<file path="src/hw/rtl/mme_ram.sv">
// Generic single-write, single-read synchronous RAM with registered read data.
module mme_ram #(
    parameter int DEPTH = 256,
    parameter int WIDTH = 16
) (
    input  logic                     i_clk,
    input  logic                     i_we,
    input  logic [$clog2(DEPTH)-1:0] i_waddr,
    input  logic [WIDTH-1:0]         i_wdata,
    input  logic                     i_re,
    input  logic [$clog2(DEPTH)-1:0] i_raddr,
    output logic [WIDTH-1:0]         o_rdata
);

    logic [WIDTH-1:0] r_mem [DEPTH];
    logic [WIDTH-1:0] r_rdata;

    // write port
    always_ff @(posedge i_clk) begin
        if (i_we) begin
            r_mem[i_waddr] <= i_wdata;
        end
    end

    // read port, registered, loaded only while i_re is set
    always_ff @(posedge i_clk) begin
        if (i_re) begin
            r_rdata <= r_mem[i_raddr];
        end
    end

    assign o_rdata = r_rdata;

endmodule

</file>
<file path="config.mk">
export PLATFORM = sky130hd
export DESIGN_NAME = mme_ram
export DESIGN_NICKNAME = d
export VERILOG_FILES = /design/src/hw/rtl/mme_ram.sv
export SDC_FILE = /design/constraint.sdc
export NUM_CORES = 2
export LEC_CHECK = 0
export BUFFER_PORTS_ARGS = -buffer_cell sky130_fd_sc_hd__buf_2
export CELL_PAD_IN_SITES_DETAIL_PLACEMENT = 0
export CELL_PAD_IN_SITES_GLOBAL_PLACEMENT = 1
export CORE_ASPECT_RATIO = 1.5
export CORE_MARGIN = 2
export CORE_UTILIZATION = 60
export DETAILED_ROUTE_END_ITERATION = 7
export GPL_TIMING_DRIVEN = 0
export PLACE_DENSITY_LB_ADDON = 0.1
export REMOVE_ABC_BUFFERS = 1
export SYNTH_ARGS = -nofsm -noshare
export SYNTH_HDL_FRONTEND = slang
export SYNTH_SLANG_ARGS = --single-unit
</file>
<file path="constraint.sdc">
create_clock -name i_clk -period 3.56 [get_ports i_clk]
set_input_delay 0.178 -clock i_clk [delete_from_list [all_inputs] [get_ports i_clk]]
set_output_delay 0.178 -clock i_clk [all_outputs]
set_load 0.005 [all_outputs]
</file>
# ---- After elaboration in Yosys (flattened, before gate mapping)
# Memories as Yosys holds them, arrays and structs flattened. A register that Yosys moved wholly into a read port is not among the register bits.
# Cells that the tools add are included.
# W data, S select, Z words.
dict set report op_classes {
  mux 2
}
# op n
set op_table {}
lappend op_table {{$mux W1} 2}
dict set report totals {
  mem_bits_rw 4096
  wordCells 3
  ff_bits 0
  n_memories 1
  output_inout_bits 16
  in_bits 35
}
# name depth word_bits rd rd_ports_with_merged_regs write_ports line_no
set mem_list {}
lappend mem_list {r_mem 256 16 1 1 1 15} ;# logic [WIDTH-1:0] r_mem [DEPTH];

# ---- Logic depth before layout (Yosys ltp)
dict set report depth {
  ltp_word 2
  depth_mapped 12
  mapped_depth_nobuf 6
}

# ---- Least setup slack after synthesis
# No wires, ideal clock.
dict set report synth_path {
  path_kind {input port to flip-flop}
  startpoint {in i_raddr[0]}
  endpoint {reg r_rdata[4] (netlist: o_rdata[4]), read port of r_mem, data pin}
  slack_ns 1.133
  required_time_ns 3.295
  setup_time_ns 0.265
  path_buffers 3
  path_stages 8
  t_arrival_ns 2.162
  cell_sequence {buf_6 -> buf_6 -> buf_2 -> mux4_2 -> mux4_2 -> a22o_1 -> o32ai_2 -> nor4_2}
}
# element line_no
set synth_lines {}
lappend synth_lines {{from (decl)} 11} ;# input logic [$clog2(DEPTH)-1:0] i_raddr,
lappend synth_lines {{to (decl)} 16} ;# logic [WIDTH-1:0] r_rdata;

==> run_results.csv <==
group,metric,value,unit
logic_synthesis,syn_area,159000,um^2
clocking,htree_levels,5,
power_and_ir_drop,internal_power,76.6,mW
logic_synthesis,synth_top_cells_by_area,"edfxtp_1 78%, mux4_2 11%, mux2i_1 3.6%, o221ai_1 1.4%, nor2_1 0.72%",
drt,wl_per_cell,35.6,um
sta,tns,-0.0999,ns
worst_setup_path,critical_path_arrival,4.26,ns
logic_synthesis,async_flop_share,0,%
worst_setup_path,path_delay_family,"buffers and inverters",
clocking,cts_root_buf,"clkbuf_16",
global_route,grt_usage,30.6,%
global_route,grt_pass1_vias,78100,
global_route,grt.overflow.total,0,
final_layout,layout_common_cells,"4112 x edfxtp_1, 797 x mux4_2, 565 x mux2i_1, 381 x clkbuf_16, 255 x nor2_2",
worst_setup_path,endpoint_kind,"register",
min_path,hp-class,"primary input to register",
die,fp.dieArea,269000,um^2
power_and_ir_drop,p_leak,57.2,nW
sta,hold_viol,0,
worst_setup_path,startpoint,"i_raddr[4]",
logic_synthesis,ys.flop_type,"edfxtp_1",
drt,firstDrtPassIters,6,
place,io_buffer_count,50,
worst_setup_path,crit_type,"primary input to register",
global_route,antenna_found_initial,14,
sta,period_minus_slack,3.65,ns
power_and_ir_drop,clkPwrFrac,39.6,%
sta,fin_crit_sh,103,%
power_and_ir_drop,total_power,97.0,mW
die,num_rows,231,
worst_setup_path,cp_common_cell,"buf_16",
power_and_ir_drop,powerDensity,535,nW/um^2
final_layout,area_growth,14.2,%
sta,whs,0.0831,ns
worst_setup_path,critPathBufInv,6,
power_and_ir_drop,p_sw,20.4,mW
place,dp_hpwl,252000,um
die,ios,51,
sta,skew,0.0328,ns
global_route,grt_pass1_wl,578000,um
worst_setup_path,r2r_start,"r_mem[139][7]",
global_route,grt_start_max_net_pins,158,
logic_synthesis,ys_warn_count,0,
die,initial_core_util,60.3,%
sta,maxSlewHeadroom,-2.79,%
power_and_ir_drop,seq_power_share,55.1,%
clocking,cts_max_path_buffers,4,
logic_synthesis,syn_inst,7360,
sta,setup_ws,-0.0891,ns
sta,max_freq,274,MHz
place,dp_slack,-3.18,ns
place,gp_congestion,0.879,
clocking,cts_buffers,368,
drt,num_vias,77400,
die,core,264000,um^2
drt,drt-initial-drc-count,8611,
final_layout,fin_nets,7756,
final_layout,drive_above_1_share,27.1,%
flow_run,cap_violations,3,
final_layout,final_common_cell,"edfxtp_1",
min_path,worstHoldStart,"i_wdata[4]",
clocking,cts_tree,"yes",
run_status,violations,"capacitance limit, slew limit, setup timing",
worst_setup_path,slowest_delay,0.61,ns
final_layout,fill_cells,16100,
drt,wl,409000,um
sta,maxSlewViolCount,5,
logic_synthesis,synth_edf_count,4112,
logic_synthesis,synth_top_cell_area_share,77.7,%
drt,drcViolationCount,0,
clocking,clk_pin_slew_worst_paths,0.06,ns
logic_synthesis,seq_area_frac_synth,77.7,%
die,die_h,634,um
clocking,clock_sinks,4112,
worst_setup_path,critPathMaxFanout,92,
drt,antenna_left,0,
worst_setup_path,cp_slowest_cell,"nor4_2",
power_and_ir_drop,ir_drop,506,uV
logic_synthesis,avgSynthCellArea,21.6,um^2
logic_synthesis,synth_cell_types,51,
sta,tightest_slew,1.53,ns
logic_synthesis,synth-seq-cells,4112,
logic_synthesis,synth_top_cell_by_area,"edfxtp_1",
sta,setup_viol,2,
power_and_ir_drop,swShare,21.0,%
run_status,outcome,"complete, but fails checks",
worst_setup_path,required,4.17,ns
worst_setup_path,path_cells,"buf_8 -> buf_16 -> inv_8 -> buf_16 -> nor2_4 -> buf_12 -> buf_4 -> a22o_1 -> o32ai_2 -> nor4_2",
worst_setup_path,start_kind,"primary input",
clocking,clock_latency,0.90,ns
die,die_w,424,um
drt,vias_per_cell,6.73,
power_and_ir_drop,pwr-share-comb,5.4,%
-- metal layers --
layer	track usage (%)	routed length (um)	vias up
li1	-	-	32000
met1	39.0	147000	41300
met2	51.2	209000	3392
met3	4.79	28700	747
met4	16.2	24000	8
met5	0	48	-
-- logic make-up (layout without fill, tap and decap cells) --
kind of cell | count (synthesis) | count (layout) | share of synthesized area (%)
buffers and inverters | 456 | 1095 | 1.69
DFF | 4112 | 4112 | 77.7
and+or+nand+nor | 556 | 557 | 1.57
AOI/OAI and AO/OA | 786 | 786 | 3.53
muxes | 1450 | 1450 | 15.5
other | 0 | 4 | 0
-- final timing paths --
kind                    to  slack, ns  depth (start not counted)
max            o_rdata[12]      -0.09                         10
min          r_mem[134][4]       0.08                          2
min reg2reg     o_rdata[5]       1.22                          6
max reg2reg     o_rdata[7]       0.18                          6
-- through the flow --
stage	instance area (um^2)	std cells	util (%)
floorplan	156000	6908	-
global placement	161000	10500	61.0
detailed placement	168000	10800	63.9
CTS	181000	11500	68.8
global route	181000	11500	68.8
finish	181000	11500	68.8
-- layout make-up --
class	instances	area (um^2)	area share [%]
diodes	4	10.0	0.00552
clock buffers	451	9780	5.39
clock inverters	198	1620	0.892
inverters	4	30.0	0.0166
multi-input cells	2793	34100	18.8
flip-flops and latches	4112	123000	68.1
well taps	3495	4370	2.41
repair buffers	442	8060	4.44
-- flip-flops by register name (all words and copies together) (netlist names) --
signal	count
o_rdata	16
r_mem	4096
-- cell usage after synthesis (16+ instances only) --
cell / number
o21ai_0: 37
buf_2: 76
mux4_2: 797
buf_6: 77
edfxtp_1: 4112
nand3_1: 35
o22ai_1: 148
nor3_1: 92
a211oi_1: 18
a221oi_1: 28
nand2_1: 38
nand4_1: 26
o221ai_1: 252
a22oi_1: 43
a22o_1: 32
o31ai_1: 16
mux2i_1: 565
mux2_2: 88
nor4_1: 17
buf_1: 27
buf_4: 26
a21oi_1: 175
nor2_1: 304
clkbuf_1: 230
o32ai_1: 20
-- power groups by stage --
| stage | registers [mW] | clock network [mW] | logic (mW) |
|---|---|---|---|
| final | 53.4 | 38.4 | 5.21 |
| after CTS | 53.4 | 38.8 | 5.19 |
| after floorplan | 54.5 | 0 | 1.97 |
| after global placement | 54.6 | 0 | 8.00 |
| after global routing | 53.4 | 40.6 | 5.43 |
| after detailed placement | 54.5 | 0 | 4.90 |
-- repair_timing --
action                                  in CTS  in global routing
endpoints found under the hold margin     1639                  0
pin swaps                                    6                  7
endpoints found under the setup margin      16                 13
gates resized for setup                     73                 21
setup buffers                                5                  0
cloned                                      24                  1
hold buffers                                22                  0
Note: power is estimated with default switching activity, not from simulation.
