**config.mk**
```make
export PLATFORM = sky130hd
export DESIGN_NAME = mme_ctrl
export DESIGN_NICKNAME = d
export VERILOG_FILES = /design/src/hw/rtl/mme_pkg.sv /design/src/hw/rtl/mme_ctrl.sv
export SDC_FILE = /design/constraint.sdc
export NUM_CORES = 1
export LEC_CHECK = 0
export BUFFER_PORTS_ARGS = -buffer_cell sky130_fd_sc_hd__buf_2
export CAP_MARGIN = 20
export CORE_MARGIN = 2
export CORE_UTILIZATION = 35
export DETAILED_ROUTE_END_ITERATION = 8
export PLACE_DENSITY = 0.52
export SLEW_MARGIN = 10
export SYNTH_ARGS = -nofsm -noshare
export SYNTH_HDL_FRONTEND = slang
export SYNTH_SLANG_ARGS = --single-unit
```
**constraint.sdc**
```tcl
create_clock -name i_clk -period 10.8 [get_ports i_clk]
set_clock_uncertainty 0.05 [all_clocks]
set_input_delay 3.24 -clock i_clk [delete_from_list [all_inputs] [get_ports i_clk]]
set_output_delay 3.24 -clock i_clk [all_outputs]
set_load 0.01 [all_outputs]
```
**src/hw/rtl/mme_pkg.sv**
```systemverilog
// Shared types, constants and helper functions for the matrix multiply engine.
package mme_pkg;

    // Built size of the square matrices and width of one stored element
    localparam int MAX_DIM   = 16;
    localparam int ELEM_BITS = 16;

    // Derived widths
    localparam int ADDR_W = $clog2(MAX_DIM * MAX_DIM);
    localparam int CNT_W  = $clog2(MAX_DIM + 1);
    localparam int PROD_W = 2 * ELEM_BITS;
    localparam int SUM_W  = 40;

    // Field widths of the item ports
    localparam int IDX_W  = 4;
    localparam int VAL_W  = 16;
    localparam int SIZE_W = 5;

    // Configuration port
    localparam int PADDR_W = 3;
    localparam int PDATA_W = 32;
    localparam logic REG_SIZE_IN_USE = 1'b0;
    localparam logic [SIZE_W-1:0] SIZE_RESET = 5'd16;

    typedef enum logic [1:0] {
        ACT_WRITE_A = 2'd0,
        ACT_WRITE_B = 2'd1,
        ACT_COMPUTE = 2'd2
    } t_action;

    typedef struct packed {
        t_action                   action;
        logic [IDX_W-1:0]          row_index;
        logic [IDX_W-1:0]          col_index;
        logic signed [VAL_W-1:0]   entry_value;
    } t_in_item;

    typedef struct packed {
        logic signed [SUM_W-1:0]   product_value;
        logic [IDX_W-1:0]          out_row;
        logic [IDX_W-1:0]          out_col;
    } t_out_item;

    // Requests from the sequencer to the two element stores
    typedef struct packed {
        logic                      we_a;
        logic                      we_b;
        logic [ADDR_W-1:0]         waddr;
        logic [ELEM_BITS-1:0]      wdata;
        logic                      re;
        logic [ADDR_W-1:0]         raddr_a;
        logic [ADDR_W-1:0]         raddr_b;
    } t_mem_req;

    typedef enum logic [1:0] {
        ST_IDLE,
        ST_RUN,
        ST_DRAIN,
        ST_DONE
    } t_state;

    // Row-major address of element (r, c)
    function automatic logic [ADDR_W-1:0] addr_of(input int r, input int c);
        return ADDR_W'(r * MAX_DIM + c);
    endfunction

    // Keep the low ELEM_BITS bits of a written value, as a signed element
    function automatic logic signed [ELEM_BITS-1:0] to_elem(
        input logic signed [VAL_W-1:0] v
    );
        return ELEM_BITS'(v);
    endfunction

    // Active size limited to the built size
    function automatic logic [CNT_W-1:0] sat_size(input logic [SIZE_W-1:0] s);
        if (int'(s) > MAX_DIM) begin
            return CNT_W'(MAX_DIM);
        end
        return CNT_W'(s);
    endfunction

endpackage

```
**src/hw/rtl/mme_ctrl.sv**
```systemverilog
// Sequencer: element writes, dot-product walk over the stores, MAC and result register.
module mme_ctrl (
    input  logic                          i_clk,
    input  logic                          i_rst_n,
    input  logic                          i_in_valid,
    input  mme_pkg::t_in_item             i_in_item,
    output logic                          o_in_stall,
    output logic                          o_out_valid,
    output mme_pkg::t_out_item            o_out_item,
    input  logic                          i_out_stall,
    input  logic [mme_pkg::SIZE_W-1:0]    i_size,
    output mme_pkg::t_mem_req             o_mem,
    input  logic [mme_pkg::ELEM_BITS-1:0] i_rdata_a,
    input  logic [mme_pkg::ELEM_BITS-1:0] i_rdata_b
);
    import mme_pkg::*;

    t_state                   r_state, n_state;
    logic [IDX_W-1:0]         r_row;
    logic [IDX_W-1:0]         r_col;
    logic [CNT_W-1:0]         r_n;
    logic [CNT_W-1:0]         r_k;
    logic                     r_rd_v;
    logic signed [PROD_W-1:0] r_prod;
    logic                     r_prod_v;
    logic [SUM_W-1:0]         r_sum;
    logic                     r_out_valid;
    t_out_item                r_out_item;

    logic in_acc;
    logic in_range;
    logic out_free;
    logic load_out;

    assign in_acc   = i_in_valid && (r_state == ST_IDLE);
    assign in_range = (int'(i_in_item.row_index) < MAX_DIM)
                   && (int'(i_in_item.col_index) < MAX_DIM);
    assign out_free = !r_out_valid || !i_out_stall;

    // next state and store requests
    always_comb begin
        n_state       = r_state;
        load_out      = 1'b0;
        o_mem.we_a    = 1'b0;
        o_mem.we_b    = 1'b0;
        o_mem.waddr   = addr_of(int'(i_in_item.row_index), int'(i_in_item.col_index));
        o_mem.wdata   = to_elem(i_in_item.entry_value);
        o_mem.re      = 1'b0;
        o_mem.raddr_a = addr_of(int'(r_row), int'(r_k));
        o_mem.raddr_b = addr_of(int'(r_k), int'(r_col));
        case (r_state)
            ST_IDLE: begin
                if (in_acc) begin
                    case (i_in_item.action)
                        ACT_WRITE_A: o_mem.we_a = in_range;
                        ACT_WRITE_B: o_mem.we_b = in_range;
                        ACT_COMPUTE: begin
                            if (in_range && (sat_size(i_size) != '0)) begin
                                n_state   = ST_RUN;
                            end else begin
                                n_state   = ST_DONE;
                            end
                        end
                        default: ;
                    endcase
                end
            end
            ST_RUN: begin
                o_mem.re = 1'b1;
                if (CNT_W'(r_k + 1'b1) == r_n) begin
                    n_state = ST_DRAIN;
                end
            end
            ST_DRAIN: begin
                if (!r_rd_v && !r_prod_v) begin
                    n_state = ST_DONE;
                end
            end
            ST_DONE: begin
                if (out_free) begin
                    load_out = 1'b1;
                    n_state  = ST_IDLE;
                end
            end
            default: n_state = ST_IDLE;
        endcase
    end

    // state register
    always_ff @(posedge i_clk) begin
        if (!i_rst_n) begin
            r_state <= ST_IDLE;
        end else begin
            r_state <= n_state;
        end
    end

    // request capture and walk counter
    always_ff @(posedge i_clk) begin
        if (!i_rst_n) begin
            r_k <= '0;
        end else if (in_acc && (i_in_item.action == ACT_COMPUTE)) begin
            r_k <= '0;
        end else if (r_state == ST_RUN) begin
            r_k <= CNT_W'(r_k + 1'b1);
        end
    end

    always_ff @(posedge i_clk) begin
        if (in_acc && (i_in_item.action == ACT_COMPUTE)) begin
            r_row <= i_in_item.row_index;
            r_col <= i_in_item.col_index;
            r_n   <= sat_size(i_size);
        end
    end

    // multiply stage
    always_ff @(posedge i_clk) begin
        if (!i_rst_n) begin
            r_rd_v   <= 1'b0;
            r_prod_v <= 1'b0;
        end else begin
            r_rd_v   <= o_mem.re;
            r_prod_v <= r_rd_v;
        end
    end

    always_ff @(posedge i_clk) begin
        if (r_rd_v) begin
            r_prod <= $signed(i_rdata_a) * $signed(i_rdata_b);
        end
    end

    // accumulate stage, wraps at the sum width
    always_ff @(posedge i_clk) begin
        if (!i_rst_n) begin
            r_sum <= '0;
        end else if (in_acc && (i_in_item.action == ACT_COMPUTE)) begin
            r_sum <= '0;
        end else if (r_prod_v) begin
            r_sum <= r_sum + SUM_W'(r_prod);
        end
    end

    // result register
    always_ff @(posedge i_clk) begin
        if (!i_rst_n) begin
            r_out_valid <= 1'b0;
        end else if (load_out) begin
            r_out_valid <= 1'b1;
        end else if (!i_out_stall) begin
            r_out_valid <= 1'b0;
        end
    end

    always_ff @(posedge i_clk) begin
        if (load_out) begin
            r_out_item.product_value <= $signed(r_sum);
            r_out_item.out_row       <= r_row;
            r_out_item.out_col       <= r_col;
        end
    end

    assign o_in_stall  = (r_state != ST_IDLE);
    assign o_out_valid = r_out_valid;
    assign o_out_item  = r_out_item;

endmodule

```
### Word level (Yosys, flattened, before mapping)

Cells that the tools add are included.

* flip-flop bits (word level): 143
* logic and storage cells: 74
* output and inout port bits: 93

* bitwise gates (word level): 1
* reductions and logical operators: 14
* mux-type cells: 27
* $add $sub $neg: 5
* multipliers: 1
* equality and inequality tests: 12
* order comparisons: 1

Operators by type and width (count)
* $add A40 B40 Y40: 1
* $mul A16 B16 Y32: 1
* $mux W5: 6
* $add A8 B4 Y8: 2
* $mux W2: 8
* $mux W1: 12
* $add A8 B5 Y8: 1
* $ne A2 B2 Y1 const B: 4
* $pmux W2 S4: 1
* $eq A2 B2 Y1 const B: 3
* $add A5 B1 Y5 const B: 1
* $eq A5 B5 Y1: 1
* $gt A5 B5 Y1 const B: 1
* $reduce_and A5 Y1: 1
* $reduce_bool A5 Y1: 1
* $eq A2 B1 Y1 const B: 2
* $logic_not A1 Y1: 4
* $logic_not A2 Y1: 2
* $ne A2 B1 Y1 const B: 2
* $logic_and A1 B1 Y1: 3
* $reduce_bool A2 Y1: 1
* $reduce_or A2 Y1: 1
* $logic_or A1 B1 Y1: 1
* $not A1 Y1: 1

### Logic depth before layout (Yosys ltp)

Gate-level depths: netlist of the first run.

* depth in word-level cells: 14
* gate-level depth with buffers: 25
* mapped depth without buffers: 24

### Least setup slack after synthesis of the first run

OpenSTA, ideal clock, no wires.

* path kind: input to register
* start point: in i_rdata_b[7] in the netlist's numbering
* end point: reg r_prod[29], data pin
* path slack: 1.800 ns
* stages on the path: 24
* library setup time: 0.258 ns
* arrival: 8.692 ns
* buffers on the path: 1
* data required time: 10.492 ns
* cell sequence: clkbuf_1 > nand2_1 > fa_1 > inv_1 > fa_1 > inv_1 > fa_1 > inv_1 > fa_1 > fa_1 > inv_1 > fa_1 > inv_1 > ha_1 > o21ai_1 > a21oi_1 > o21ai_0 > o211ai_1 > a311oi_2 > o21bai_1 > a211o_1 > a21o_1 > a21oi_2 > xnor2_1

* cells in the longest elaborated chain, start to end: 1

RTL lines
* start, declared: RTL line mme_ctrl.sv:14 `input logic [mme_pkg::ELEM_BITS-1:0] i_rdata_b`
* $mul A16 B16 Y32: RTL line mme_ctrl.sv:130 `r_prod <= $signed(i_rdata_a) * $signed(i_rdata_b);`
* end signal, assigned: RTL line mme_ctrl.sv:130
* end, declared: RTL line mme_ctrl.sv:24 `logic signed [PROD_W-1:0] r_prod;`

No other way between the ends.
A chain may end at the register's enable or synchronous reset.

### Final worst setup path of the first run

* start point: in i_rdata_b[1] in the netlist's numbering
* end point: reg r_prod[30], data pin

The elaborated chain is that of the path after synthesis.

==> reports/metrics.cfg, run 1 <==
[setup_path]
startpoint=i_rdata_b[1]
critical_path_endpoint_category=flop
timing.reg2reg.setup_slack_ps=7560
worst_ep_required_time_ps=10920
ff2ff_path_depth=13
regToRegStartpoint=r_sum[0]$_SDFFE_PP0P_
setup.worst_path.class=input port to flop
setup.worst_path.start_class=input port
worst_setup_path_endpoint=r_prod[30]$_DFFE_PP_
timing.rr.end=r_sum[38]$_SDFFE_PP0P_
crit_path_max_fanout=16
crit_arrival_ps=9150

[place]
port_buffers=127
routabilityCongestion=0.836
dp_hpwl_um=30900

[grt]
vias_in_the_first_global_route=12000
grt.total_usage_pct=15.9
grt_first_pass_wirelength_um=63800
grt_max_degree=58
grt-ovfl-total=0
grt_antenna_before_repair=0

[logic_synthesis]
synth.distinct_cells=67
netlist_area_before_placement_um2=16900
yosys.area.top_type_share_pct=31.1
synth-seq-cells=143
post_synth_net_total=2159
synth.largest_area_cell=sky130_fd_sc_hd__fa_1
synth_edf_count=93
asyncSetResetFlopFracSynth_pct=0
avgSynthCellArea_um2=9.94
post_synth_main_area_contributors=sky130_fd_sc_hd__fa_1 31%, sky130_fd_sc_hd__edfxtp_1 17%, sky130_fd_sc_hd__ha_1 9.5%, sky130_fd_sc_hd__inv_1 7.3%, sky130_fd_sc_hd__dfxtp_1 5.9%
yosysWarningCount=0
post_synth_inst_count=1701
ys_dominant_reg_cell=sky130_fd_sc_hd__edfxtp_1
synth-seq-area-share_pct=22.4

[cts]
tritoncts.num_buffers=17
clk_pin_slew_worst_paths_ps=60
clkLatencyLatePin_ps=420
ctsHoldBuffers=0
cts-root-to-sink-buffers=2
tritoncts=yes
ctsResizeCount=0
postCtsSetupRepairBufs=0
cts.root.buffer_cell=sky130_fd_sc_hd__clkbuf_16
clock_sinks=143
cts.htree.levels=4

[worst_hold_path]
timing.hold.worst.class=flop to flop
min_delay_path_depth=0

[drt]
post-route-drc-count=0
ant_nets_after_route=0
drt_iter0_drc=569
via_count=11300
average_wire_per_cell_in_the_routed_design_um=15.9
dr.pass1.iters=5
drt-total-wl_um=38200
route.detailed.vias_per_inst=4.70

[timing]
drv_slew=0
post-route-min-period_ps=9030
total_negative_slack_ps=0
finalSetupViolCount=0
fmax_mhz=111
timing.max_slew.rel_slack_pct=51.2
tightestPinTransition_ps=732
grt_setup_unrepaired=no
ratio_of_final_minimum_period_to_clock_period_pct=83.6
final-hold-violation-count=0

[cells_and_area]
drive_gt1_share_pct=10.4
layout.cells.most_common=sky130_fd_sc_hd__inv_1
layout_common_cells=327 x sky130_fd_sc_hd__inv_1, 263 x sky130_fd_sc_hd__fa_1, 163 x sky130_fd_sc_hd__nand2_1
antenna_cells=0
areaGrowthSynthToFinish_pct=9.54
nets=2230

[floorplanning]
io-pin-count=160
die_outline_width_um=224
die_h_um=224
design.die.area_um2=50100
initial_core_util_pct=35.4
placementRows=80
core_region_area_um2=47700

[outcome]
result_of_the_run=finished clean

[flow_run]
maxCapViolCount=0

area by class of cell:
| type | instances | area [um2] |
|---|---|---|
| clock buffers | 20 | 478 |
| inverters | 327 | 1230 |
| repair buffers | 132 | 673 |
| multi-input cells | 1151 | 11500 |
| fillers | 4791 | 29200 |
| flip-flops and latches | 143 | 3790 |
| clock inverters | 11 | 104 |
| well taps | 615 | 769 |
worst min-delay path by stage:
stage,startpoint,endpoint
3_3_place_gp,r_col[0]$_DFFE_PP_,o_out_item[0]$_DFFE_PP_
2_1_floorplan,r_sum[15]$_SDFFE_PP0P_,o_out_item[23]$_DFFE_PP_
6_report,r_col[3]$_DFFE_PP_,o_out_item[3]$_DFFE_PP_
4_1_cts,r_col[3]$_DFFE_PP_,o_out_item[3]$_DFFE_PP_
5_1_grt,r_col[0]$_DFFE_PP_,o_out_item[0]$_DFFE_PP_
3_5_place_dp,r_col[3]$_DFFE_PP_,o_out_item[3]$_DFFE_PP_
synth_stat cells (all sizes together) (2+ instances only):
| cell | instances |
|---|---|
| a2111oi | 2 |
| a211oi | 12 |
| a21boi | 2 |
| a21o | 28 |
| a21oi | 66 |
| a311o | 2 |
| a311oi | 2 |
| a31oi | 8 |
| and2 | 119 |
| and3 | 5 |
| and4 | 2 |
| buf | 36 |
| clkbuf | 44 |
| dfxtp | 50 |
| edfxtp | 93 |
| fa | 263 |
| ha | 128 |
| inv | 327 |
| mux2i | 28 |
| nand2 | 163 |
| nand2b | 14 |
| nand3 | 17 |
| nand3b | 9 |
| nand4 | 13 |
| nand4b | 3 |
| nor2 | 75 |
| nor2b | 13 |
| nor3 | 8 |
| nor3b | 3 |
| nor4b | 2 |
| o211ai | 4 |
| o21a | 2 |
| o21ai | 43 |
| o21bai | 13 |
| or4b | 2 |
| xnor2 | 58 |
| xor2 | 24 |
cell families (layout without fill, tap and decap cells):
family                   count (synthesis)  count (layout)  share of synthesized area [%]
multiplexers                            28              28                           1.66
adder cells (fa/ha/maj)                391             391                           40.6
flip-flops                             143             143                           22.4
XOR/XNOR                                82              82                           4.25
buffers and inverters                  407             490                           9.76
AO/OA/AOI/OAI                          196             196                           7.86
AND/OR/NAND/NOR                        454             454                           13.5
routing by layer:
layer,up-vias,track usage (%),wire length (um)
met1,5527,23.7,19700
met4,0,2.75,241
met5,-,0,0
met3,18,3.03,1930
met2,256,24.3,16300
li1,5465,-,-
state kept, by name, indices dropped and copies added, names as in the netlist:
register and count:
o_out_valid 1, r_n 5, r_prod_v 1, r_sum 40, r_row 4, r_state 2
r_k 5, o_out_item 48, r_col 4, r_prod 32, r_rd_v 1
critical path, stage by stage:
cell and delay (ps):
sky130_fd_sc_hd__buf_2 280, sky130_fd_sc_hd__nand2_1 140, sky130_fd_sc_hd__inv_1 150, sky130_fd_sc_hd__fa_1 580, sky130_fd_sc_hd__fa_1 860, sky130_fd_sc_hd__inv_1 110, sky130_fd_sc_hd__fa_1 460, sky130_fd_sc_hd__fa_1 550
sky130_fd_sc_hd__inv_1 60, sky130_fd_sc_hd__fa_1 500, sky130_fd_sc_hd__fa_1 490, sky130_fd_sc_hd__ha_1 370, sky130_fd_sc_hd__a21o_1 210, sky130_fd_sc_hd__a21oi_1 200, sky130_fd_sc_hd__nand2_1 70, sky130_fd_sc_hd__a21oi_1 140
sky130_fd_sc_hd__o21ai_0 170, sky130_fd_sc_hd__nand4_1 160, sky130_fd_sc_hd__nand4b_1 100, sky130_fd_sc_hd__a21oi_1 200, sky130_fd_sc_hd__xnor2_1 100
through the flow:
stage | cells | utilization [%] | setup WS, ps | cell area, um2 | hold WS [ps]
2_1_floorplan | 1701 | - | 1800 | 16900 | 376
3_3_place_gp | 2368 | 37.6 | 1390 | 17900 | 383
3_5_place_dp | 2368 | 37.6 | 1300 | 17900 | 385
4_1_cts | 2399 | 38.8 | 1750 | 18500 | 400
5_1_grt | 2399 | 38.8 | 1300 | 18500 | 417
6_report | 2399 | 38.8 | 1770 | 18500 | 397
Power of run 1 is not shown: default switching activity piles up to over one toggle a cycle in this logic, so the estimate is an artifact.
==> run 2, diff against run 1 <==
PLACE_DENSITY = 0.54   (was 0.52)
clock period = 7.7 ns   (was 10.8 ns; I/O delays follow)
==> reports/metrics.cfg, run 2 (same netlist as run 1, synthesis figures left out) <==
[outcome]
result_of_the_run=finished clean

[drt]
ant_nets_after_route=0  ; unchanged
average_wire_per_cell_in_the_routed_design_um=14.9  ; -6.2%
route.detailed.vias_per_inst=4.60  ; -2.0%
drt-total-wl_um=37900  ; -0.79%
drt_iter0_drc=547  ; -3.9%
dr.pass1.iters=5  ; unchanged
post-route-drc-count=0  ; unchanged
via_count=11700  ; +3.6%

[setup_path]
cp_cell_sequence=buf_12 -> buf_6 -> and2_4 -> fa_1 -> inv_1 -> fa_1 -> fa_2 -> inv_2 -> fa_1 -> fa_1 -> inv_1 -> fa_1 -> inv_2 -> ha_4 -> o21ai_4 -> a21oi_2 -> o21ai_1 -> o211ai_1 -> a311oi_2 -> o21bai_1 -> a211o_1 -> a21o_1 -> a21oi_2 -> xnor2_1
critical_path_endpoint_category=flop
setup.worst_path.class=input port to flop
crit_path_max_fanout=6  ; -10
crit_slowest_cell=sky130_fd_sc_hd__fa_2
crit_path_max_incr_delay_ps=560  ; -300 ps
startpoint=i_rdata_b[4]
crit_path_frequent_cell=sky130_fd_sc_hd__fa_1
crit_arrival_ps=7690  ; -1460 ps
regToRegStartpoint=r_sum[0]$_SDFFE_PP0P_
ff2ff_path_depth=13  ; unchanged
worst_ep_required_time_ps=7810  ; -3110 ps
setup.worst_path.start_class=input port

[timing]
ratio_of_final_minimum_period_to_clock_period_pct=98.4
grt_setup_unrepaired=yes
final-hold-violation-count=0  ; unchanged
total_negative_slack_ps=0  ; unchanged
drv_slew=0  ; unchanged
fmax_mhz=132
final.setup.worst_slack_ps=126  ; -1640 ps
tightestPinTransition_ps=704  ; -27.3 ps
post-route-min-period_ps=7570
timing.max_slew.rel_slack_pct=53.0  ; +1.8 points
finalSetupViolCount=0  ; unchanged

[cells_and_area]
largest_register_ffs=48  ; unchanged
utilization_pct=41.7  ; +2.9 points
antenna_cells=0  ; unchanged
drive_gt1_share_pct=18.4  ; +8.0 points
finish.cell_count_without_fillers=2537  ; +5.8%
areaGrowthSynthToFinish_pct=17.8
layout.cells.most_common=sky130_fd_sc_hd__inv_1
layout_common_cells=323 x sky130_fd_sc_hd__inv_1, 257 x sky130_fd_sc_hd__fa_1, 159 x sky130_fd_sc_hd__nand2_1
nets=2367  ; +6.1%

[grt]
globalRouteMet1Util_pct=22.8  ; -0.86 points
grt_max_degree=58  ; unchanged
grt.total_usage_pct=15.8  ; -0.12 points
globalRouteMet3Util_pct=1.92  ; -1.1 points
grt-ovfl-total=0  ; unchanged
met2_usage_pct=25.8  ; +1.5 points
grt_antenna_before_repair=0  ; unchanged
grt-busiest-layer=met2
grt_first_pass_wirelength_um=64200  ; +0.55%
vias_in_the_first_global_route=12500  ; +4.7%

[cts]
cts.root.buffer_cell=sky130_fd_sc_hd__clkbuf_16
tritoncts=yes
clkLatencyLatePin_ps=420  ; about the same
cts-root-to-sink-buffers=2  ; unchanged
cts.htree.levels=4  ; unchanged
clk_pin_slew_worst_paths_ps=60  ; about the same
tritoncts.num_buffers=17  ; unchanged
clock_sinks=143  ; unchanged

[worst_hold_path]
timing.hold.worst.class=flop to flop
min_delay_path_depth=0  ; unchanged
hold_startpoint=r_sum[39]$_SDFFE_PP0P_

[floorplanning]
die_h_um=224  ; unchanged
core_region_area_um2=47700  ; unchanged
initial_core_util_pct=35.4  ; unchanged
die_outline_width_um=224  ; unchanged
design.die.area_um2=50100  ; unchanged
io-pin-count=160  ; unchanged
placementRows=80  ; unchanged

[place]
placed_cells=2501  ; +5.6%
routabilityCongestion=0.855  ; +2.2%
dp_hpwl_um=32100  ; +4.0%
detailedPlace.worstSlack_ps=-534  ; -1830 ps
port_buffers=127  ; unchanged

[flow_run]
maxCapViolCount=0  ; unchanged

-- run 2: final timing paths --
kind                                                  to  slack (ps)
worst max-delay path                r_prod[29]$_DFFE_PP_         130
worst min-delay path            o_out_item[47]$_DFFE_PP_         400
worst max register to register    r_sum[38]$_SDFFE_PP0P_        4380
worst min register to register  o_out_item[47]$_DFFE_PP_         400
-- run 2: timing repair --
| item | CTS | global route |
|---|---|---|
| gates resized for setup | 2 | 59 |
| setup buffers | 1 | 3 |
| pin swaps | 6 | 16 |
| hold buffers | 0 | 0 |
| endpoints found under the setup margin | 1 | 7 |
-- run 2: metrics by stage --
step	hold WS, ps	cell area, um2
2_1_floorplan	376	17100
3_3_place_gp	380	19000
3_5_place_dp	391	19000
4_1_cts	405	19700
5_1_grt	417	19900
6_report	404	19900
-- run 2: area by class of cell --
type	count	area (um2)
multi-input combinational	1151	11700
fill	4596	27800
timing repair buffer	269	1830
clock inverter	12	169
tap	615	769
sequential	143	3790
inverter	327	1230
clock buffer	20	479
-- run 2: routing by layer --
metal	up-vias	part of all wire [%]
li1	5745	-
met1	5684	51
met3	19	3.2
met2	222	45
met4	2	0.74
met5	-	0.013
-- run 2: worst max-delay path, delay by kind of cell --
| kind | cells | cell delay (ps) |
|---|---|---|
| xor gates and xnor gates | 1 | 80 |
| and+or+nand+nor | 1 | 130 |
| buffers and inverters | 6 | 420 |
| adders and majority gates | 7 | 3210 |
| AOI/OAI and AO/OA | 9 | 1520 |
Power of run 2 is left out for the same reason.
